[src/mdet_pkg.sv]
package mdet_pkg;

    localparam int MAX_ORDER_DEF = 4;
    localparam int ELEM_W        = 16;
    localparam int ORDER_W       = 3;
    localparam int ACC_W         = 128;
    localparam int DET_W         = 64;
    localparam int CHUNK_W       = 32;

    typedef enum logic [2:0] {
        ST_LOAD,
        ST_CHECK,
        ST_FETCH,
        ST_MUL,
        ST_ACC,
        ST_DONE
    } t_state;

    typedef struct packed {
        logic valid;
        logic odd;
        logic wrap;
    } t_perm_status;

endpackage

[src/mdet_store.sv]
module mdet_store #(
    parameter int DEPTH = mdet_pkg::MAX_ORDER_DEF * mdet_pkg::MAX_ORDER_DEF,
    parameter int AW    = (DEPTH > 1) ? $clog2(DEPTH) : 1
) (
    input  logic                               i_clk,
    input  logic                               i_we,
    input  logic [AW-1:0]                      i_waddr,
    input  logic signed [mdet_pkg::ELEM_W-1:0] i_wdata,
    input  logic [AW-1:0]                      i_raddr,
    output logic signed [mdet_pkg::ELEM_W-1:0] o_rdata
);

    logic signed [mdet_pkg::ELEM_W-1:0] r_mem [DEPTH];

    always_ff @(posedge i_clk) begin
        if (i_we) begin
            r_mem[i_waddr] <= i_wdata;
        end
        o_rdata <= r_mem[i_raddr];
    end

endmodule

[src/mdet_perm.sv]
module mdet_perm #(
    parameter int MAX_ORDER = mdet_pkg::MAX_ORDER_DEF,
    parameter int CW        = (MAX_ORDER > 1) ? $clog2(MAX_ORDER) : 1,
    parameter int RW        = $clog2(MAX_ORDER + 1)
) (
    input  logic                        i_clk,
    input  logic                        i_rst_n,
    input  logic                        i_clear,
    input  logic                        i_step,
    input  logic [RW-1:0]               i_order,
    input  logic [RW-1:0]               i_row,
    output logic [CW-1:0]               o_col,
    output mdet_pkg::t_perm_status      o_status
);

    logic [CW-1:0] r_col [MAX_ORDER];
    logic [CW-1:0] n_col [MAX_ORDER];
    logic          r_wrap;
    logic          n_wrap;
    logic          carry;
    logic          distinct;
    logic          parity;

    // odometer over column tuples, last row fastest
    always_comb begin
        carry = 1'b1;
        for (int i = MAX_ORDER - 1; i >= 0; i--) begin
            n_col[i] = r_col[i];
            if (i < int'(i_order) && carry) begin
                if (r_col[i] == CW'(i_order - RW'(1))) begin
                    n_col[i] = '0;
                end else begin
                    n_col[i] = r_col[i] + CW'(1);
                    carry    = 1'b0;
                end
            end
        end
        n_wrap = carry;
    end

    always_comb begin
        distinct = 1'b1;
        parity   = 1'b0;
        for (int i = 0; i < MAX_ORDER; i++) begin
            for (int j = i + 1; j < MAX_ORDER; j++) begin
                if (j < int'(i_order)) begin
                    if (r_col[i] == r_col[j]) begin
                        distinct = 1'b0;
                    end
                    if (r_col[i] > r_col[j]) begin
                        parity = ~parity;
                    end
                end
            end
        end
    end

    always_ff @(posedge i_clk) begin
        if (!i_rst_n || i_clear) begin
            for (int i = 0; i < MAX_ORDER; i++) begin
                r_col[i] <= '0;
            end
            r_wrap <= 1'b0;
        end else if (i_step) begin
            for (int i = 0; i < MAX_ORDER; i++) begin
                r_col[i] <= n_col[i];
            end
            if (n_wrap) begin
                r_wrap <= 1'b1;
            end
        end
    end

    assign o_col           = r_col[i_row[CW-1:0]];
    assign o_status.valid  = distinct;
    assign o_status.odd    = parity;
    assign o_status.wrap   = r_wrap;

endmodule

[src/matrix_determinant_core.sv]
// sequence: n*n load words at one per cycle while o_busy is low, then a check state for each of
// the n^n column tuples plus one to see the wrap, per permutation a fetch state and a multiply
// state per product chunk for each row (cut short at a zero word) and an accumulate state, then
// a done state before the result; the multiplies use the shared 32x16 multiplier
// throughput: one matrix at a time, o_busy is high from the last word to the result
// reset: synchronous active low, order to 4, load count to zero; receiver cannot stall
module matrix_determinant_core #(
    parameter int MAX_ORDER = mdet_pkg::MAX_ORDER_DEF
) (
    input  logic                               i_clk,
    input  logic                               i_rst_n,
    input  logic                               i_start,
    output logic                               o_busy,
    input  logic signed [mdet_pkg::ELEM_W-1:0] i_element,
    input  logic                               i_matrix_order_we,
    input  logic [mdet_pkg::ORDER_W-1:0]       i_matrix_order,
    output logic                               o_valid,
    output logic signed [mdet_pkg::DET_W-1:0]  o_determinant,
    output logic                               o_overflow
);

    localparam int DEPTH = MAX_ORDER * MAX_ORDER;
    localparam int AW    = (DEPTH > 1) ? $clog2(DEPTH) : 1;
    localparam int LW    = $clog2(DEPTH + 1);
    localparam int CW    = (MAX_ORDER > 1) ? $clog2(MAX_ORDER) : 1;
    localparam int RW    = $clog2(MAX_ORDER + 1);
    localparam int CH    = (mdet_pkg::ELEM_W * MAX_ORDER + mdet_pkg::CHUNK_W - 1)
                           / mdet_pkg::CHUNK_W;
    localparam int PW    = CH * mdet_pkg::CHUNK_W;
    localparam int KW    = (CH > 1) ? $clog2(CH) : 1;
    localparam int EW    = mdet_pkg::ELEM_W;
    localparam int XW    = mdet_pkg::CHUNK_W + EW;

    mdet_pkg::t_state       r_state, n_state;
    logic [mdet_pkg::ORDER_W-1:0] r_order;
    logic [RW-1:0]          order;
    logic [LW-1:0]          r_load, total;
    logic [RW-1:0]          r_row;
    logic [AW-1:0]          r_base;
    logic [KW-1:0]          r_k;
    logic [PW-1:0]          r_p;
    logic [EW-1:0]          r_carry;
    logic                   r_sign;
    logic [mdet_pkg::ACC_W-1:0] r_acc;
    logic                   r_valid;
    logic signed [EW-1:0]   rdata;
    logic [EW-1:0]          mag;
    logic [XW-1:0]          prod;
    logic [CW-1:0]          col;
    mdet_pkg::t_perm_status pst;
    logic                   accept;
    logic                   clear;
    logic                   step;
    logic [mdet_pkg::ACC_W-1:0] term;
    logic [mdet_pkg::DET_W-1:0] ext;

    always_comb begin
        if (r_order == '0) begin
            order = RW'(1);
        end else if (int'(r_order) > MAX_ORDER) begin
            order = RW'(MAX_ORDER);
        end else begin
            order = RW'(r_order);
        end
        total = LW'(order) * LW'(order);
    end

    assign accept = i_start && (r_state == mdet_pkg::ST_LOAD);
    assign o_busy = (r_state != mdet_pkg::ST_LOAD);

    mdet_store #(.DEPTH(DEPTH), .AW(AW)) u_store (
        .i_clk   (i_clk),
        .i_we    (accept),
        .i_waddr (r_load[AW-1:0]),
        .i_wdata (i_element),
        .i_raddr (r_base + AW'(col)),
        .o_rdata (rdata)
    );

    mdet_perm #(.MAX_ORDER(MAX_ORDER), .CW(CW), .RW(RW)) u_perm (
        .i_clk    (i_clk),
        .i_rst_n  (i_rst_n),
        .i_clear  (clear),
        .i_step   (step),
        .i_order  (order),
        .i_row    (r_row),
        .o_col    (col),
        .o_status (pst)
    );

    assign mag  = rdata[EW-1] ? EW'(-rdata) : EW'(rdata);
    assign prod = XW'(r_p[r_k*mdet_pkg::CHUNK_W +: mdet_pkg::CHUNK_W]) * XW'(mag)
                  + XW'(r_carry);
    assign term = r_sign ? -mdet_pkg::ACC_W'(r_p) : mdet_pkg::ACC_W'(r_p);

    always_comb begin
        n_state = r_state;
        clear   = 1'b0;
        step    = 1'b0;
        case (r_state)
            mdet_pkg::ST_LOAD: begin
                if (accept && (r_load + LW'(1) >= total)) begin
                    clear   = 1'b1;
                    n_state = mdet_pkg::ST_CHECK;
                end
            end
            mdet_pkg::ST_CHECK: begin
                if (pst.wrap) begin
                    n_state = mdet_pkg::ST_DONE;
                end else if (pst.valid) begin
                    n_state = mdet_pkg::ST_FETCH;
                end else begin
                    step = 1'b1;
                end
            end
            mdet_pkg::ST_FETCH: begin
                n_state = mdet_pkg::ST_MUL;
            end
            mdet_pkg::ST_MUL: begin
                if (rdata == '0) begin
                    step    = 1'b1;
                    n_state = mdet_pkg::ST_CHECK;
                end else if (r_k == KW'(CH - 1)) begin
                    n_state = (r_row == order - RW'(1)) ? mdet_pkg::ST_ACC
                                                        : mdet_pkg::ST_FETCH;
                end
            end
            mdet_pkg::ST_ACC: begin
                step    = 1'b1;
                n_state = mdet_pkg::ST_CHECK;
            end
            mdet_pkg::ST_DONE: begin
                n_state = mdet_pkg::ST_LOAD;
            end
            default: begin
                n_state = mdet_pkg::ST_LOAD;
            end
        endcase
    end

    always_ff @(posedge i_clk) begin
        if (!i_rst_n) begin
            r_state <= mdet_pkg::ST_LOAD;
            r_order <= mdet_pkg::ORDER_W'(4);
            r_load  <= '0;
            r_valid <= 1'b0;
        end else begin
            r_state <= n_state;
            r_valid <= (r_state == mdet_pkg::ST_DONE);
            if (i_matrix_order_we) begin
                r_order <= i_matrix_order;
                r_load  <= '0;
            end else if (accept) begin
                r_load <= (r_load + LW'(1) >= total) ? '0 : r_load + LW'(1);
            end
        end
    end

    always_ff @(posedge i_clk) begin
        case (r_state)
            mdet_pkg::ST_LOAD: begin
                r_acc <= '0;
            end
            mdet_pkg::ST_CHECK: begin
                r_p     <= PW'(1);
                r_sign  <= pst.odd;
                r_row   <= '0;
                r_base  <= '0;
                r_k     <= '0;
                r_carry <= '0;
            end
            mdet_pkg::ST_MUL: begin
                r_p[r_k*mdet_pkg::CHUNK_W +: mdet_pkg::CHUNK_W] <=
                    prod[mdet_pkg::CHUNK_W-1:0];
                if (r_k == KW'(CH - 1)) begin
                    r_k     <= '0;
                    r_carry <= '0;
                    r_row   <= r_row + RW'(1);
                    r_base  <= r_base + AW'(order);
                    r_sign  <= r_sign ^ rdata[EW-1];
                end else begin
                    r_k     <= r_k + KW'(1);
                    r_carry <= prod[XW-1:mdet_pkg::CHUNK_W];
                end
            end
            mdet_pkg::ST_ACC: begin
                r_acc <= r_acc + term;
            end
            default: begin
            end
        endcase
    end

    assign ext = {mdet_pkg::DET_W{r_acc[mdet_pkg::DET_W-1]}};

    always_comb begin
        o_valid = r_valid;
        if (r_acc[mdet_pkg::ACC_W-1:mdet_pkg::DET_W] == ext) begin
            o_determinant = r_acc[mdet_pkg::DET_W-1:0];
            o_overflow    = 1'b0;
        end else begin
            o_determinant = r_acc[mdet_pkg::ACC_W-1]
                ? {1'b1, {(mdet_pkg::DET_W-1){1'b0}}}
                : {1'b0, {(mdet_pkg::DET_W-1){1'b1}}};
            o_overflow    = 1'b1;
        end
    end

endmodule

[config.mk]
export PLATFORM = sky130hd
export DESIGN_NAME = matrix_determinant_core
export DESIGN_NICKNAME = d
export VERILOG_FILES = /design/src/mdet_pkg.sv /design/src/mdet_store.sv /design/src/mdet_perm.sv /design/src/matrix_determinant_core.sv
export SDC_FILE = /design/constraint.sdc
export NUM_CORES = 2
export LEC_CHECK = 0
export ABC_AREA = 1
export BUFFER_PORTS_ARGS = -buffer_cell sky130_fd_sc_hd__clkbuf_2
export CORE_ASPECT_RATIO = 0.9
export CORE_MARGIN = 2
export CORE_UTILIZATION = 55
export DETAILED_ROUTE_END_ITERATION = 12
export PLACE_DENSITY = 0.75
export SLEW_MARGIN = 0
export SYNTH_ARGS = -nofsm -noshare
export SYNTH_HDL_FRONTEND = slang
export SYNTH_SLANG_ARGS = --single-unit
[constraint.sdc]
create_clock -name i_clk -period 11.9 [get_ports i_clk]
set_input_delay 0.595 -clock i_clk [delete_from_list [all_inputs] [get_ports i_clk]]
set_output_delay 0.595 -clock i_clk [all_outputs]
set_load 0.01 [all_outputs]
==> results.ini <==
[yosys]
synth_top_area_cell = edfxtp_1
ys_ff_latch = 512
syn_avg_cell_area_um2 = 7.05
synthCells = 7925
synth_compound_area_share_pct = 7.83
ys.flop_type = edfxtp_1
seq_area_frac_synth_pct = 27.0
synthDistinctLibCells = 60
synth_top_cell_area_share_pct = 25.8
synth_mux_area_share_pct = 0.304
syn_nets = 8683
synth_xor_area_share_pct = 1.60
synth_top_family_by_area = simple AND/OR/NAND/NOR gates
synth_fa_ha_area_share_pct = 22.3
synthesis.area_um2 = 55900
netlist_top_cells_area = edfxtp_1, fa_1, nand2_1
synth-simple-area-share_pct = 27.7
synth-async-reset-ratio_pct = 0
synth_edf_count = 481
ys.warnings.count = 0

[route]
met1_length_um = 87100
viasPerCell = 5.57
ant_nets = 0
maxUsedRoutingLayer = met5
wl_per_cell_um = 21.9
met3_length_um = 22500
totalWireLength_um = 204000
vias = 52000
drc = 0
drt_iter0_drc = 6001
drt-pass1-iter-count = 6
wl_met2_um = 87300

[grt]
grt_max_degree = 81
grt_pass1_wl_um = 306000
grt_antenna_before_repair = 2
gr-total-overflow = 0
grt_util_all_layers_pct = 39.1
grt_pass1_vias = 50300

[clocking]
cts_setup_buffers = 0
cts_max_path_buffers = 3
clk_latency_ps = 690
cts_buffers = 58
cts_tree = done
post_cts_resized = 0
htreeDepth = 2
cts.sinks = 512
clockRootBuffer = clkbuf_16
clkTransAtPathRegs_ps = 60
ctsHoldBuffers = 0

[setup_path]
timing.rr.end = r_p[54]
rrSetupSlack_ps = 2720
reg2reg_from = u_store.o_rdata[0]
start_kind = flop
critical_path.max_stage_delay_ps = 900
r2r_cells = 29
critPathMaxFanout = 20
critPathKind = reg -> reg
arrival_ps = 9560
crit_required_ps = 12280
cp-end-kind = flop
cpMostUsedCell = inv_1
slowest_stage = dfxtp_1

[sta]
tightest_slew_ps = 1210
fmax_mhz = 109
fin_tns_setup_ps = 0
slew_viol_final = 0
fin_ws_ps = 2720
finalCritPeriodShare_pct = 77.1
rsz0062_at_grt = false
relSlewSlack_pct = 19.1
final-setup-viol-count = 0
finalHoldViolCount = 0
skew_ps = 32.4
min_period_ps = 9180

[final_layout]
multi_input_area_um2 = 33600
nets = 8706
drive_above_1_share_pct = 4.74
ff_latch_area_um2 = 15100
fillers = 9405
final_util_pct = 59.6
area_growth_pct = 7.02

[floorplanning]
io-pin-count = 90
die_w_um = 340
start_util_pct = 55.7
coreArea_um2 = 100000
core.rowCount = 110
fp.dieArea_um2 = 104000
die_y_um = 306

[hold_path]
hold_path_end = r_order[2]
hold_path_class = in -> reg
min_path_cells = 3
min_from = i_matrix_order[2]

[placed_design]
pre_cts_ws_ps = 3010
portBuffers = 89
place_congestion = 1.06
hpwlAfterDp_um = 163000

[run]
maxCapViolCount = 0

[run_status]
outcome = finished clean

## per-stage QoR
stage	instance area (um2)	std cells	hold WS [ps]
detailed placement	57800	9232	489
global route	59800	9342	154
finish	59800	9343	117
floorplan	55900	7925	459
CTS	59800	9342	78.9
global placement	57800	9232	477
## kinds of logic (layout without fill, tap and decap cells)
kind of cell / count (synthesis) / in the layout
multiplexers: 17 / 17
AO/OA/AOI/OAI: 763 / 763
adder cells (fa/ha/maj): 735 / 735
flip-flops: 512 / 512
other: 1 / 2
XOR/XNOR: 102 / 102
AND/OR/NAND/NOR: 3861 / 3861
buffers and inverters: 1934 / 2007
## placed cells by master, fill, tap and decap left out, types with 16 or more instances in the layout
cell type	n
o21ai_1	29
fa_1	436
dfxtp_1	31
o22ai_1	17
mux2i_1	17
o21ai_2	20
ha_1	297
nand2_1	2322
xor2_1	77
nor2_2	39
nor4_1	28
o21a_1	28
xnor2_1	24
inv_1	1729
clkinv_1	16
buf_4	62
nand3b_1	16
o221ai_1	17
a21oi_1	270
nor3_1	68
nand2_2	34
o32ai_1	48
o21ai_0	252
nand4_1	46
edfxtp_1	481
nand3_1	285
clkbuf_16	58
o211ai_1	20
clkbuf_2	89
nor2_1	991
o21bai_1	19
## Yosys cell counts, types with 23 or more instances
library cell and number:
clkbuf_1 126, nor3_1 68, nor2_2 23, fa_1 437, nand4_1 46, ha_1 298
o21ai_0 270, nand2_1 2322, nor4_1 28, o32ai_1 48, o21ai_1 30, buf_2 37
nand3_1 285, inv_1 1730, nand2_2 34, dfxtp_1 31, xnor2_1 25, a21oi_1 270
nor2_1 1011, edfxtp_1 481, xor2_1 77, o21a_1 28
## worst max-delay path: cells and delay by family (launching register included)
family	cells	cell delay, ps
AOI/OAI and AO/OA	3	1010
and+or+nand+nor	10	2280
DFF	1	900
buffers and inverters	8	1150
adders and majority gates	8	3480
## state kept, by name, summed over array words and instances (netlist names), 4 cells and up, named ones only
name / cells
u_store.r_mem: 256
r_acc: 128
r_p: 64
r_carry: 16
u_store.o_rdata: 16
u_perm.r_col: 8
r_load: 5
r_base: 4
## worst max-delay path by stage
stage	endpoint	slack [ps]	from	depth (start not counted)
detailed placement	r_p[54]	3010	u_store.o_rdata[0]	29
global placement	r_p[54]	2980	u_store.o_rdata[0]	29
finish	r_p[54]	2720	u_store.o_rdata[0]	29
global route	r_p[54]	2430	u_store.o_rdata[0]	29
CTS	r_p[54]	2960	u_store.o_rdata[0]	29
floorplan	u_store.r_mem[0][0]	3300	r_state[1]	6
## cell type report
type                       instances  area share, %
multi-input combinational       5479           56.2
timing repair buffer             151           1.52
inverter                        1746           11.0
clock inverter                    38          0.782
tap                             1344           2.81
antenna                            1        0.00418
sequential                       512           25.2
clock buffer                      72           2.58
## routing by layer
layer | vias up | global-route usage, %
met5 | - | 0
met4 | 2 | 12.2
met3 | 384 | 8.98
met2 | 2656 | 59.2
met1 | 24600 | 55.5
li1 | 24400 | -
Power is not shown: default switching activity piles up to over one toggle a cycle in this logic, so the estimate is an artifact.
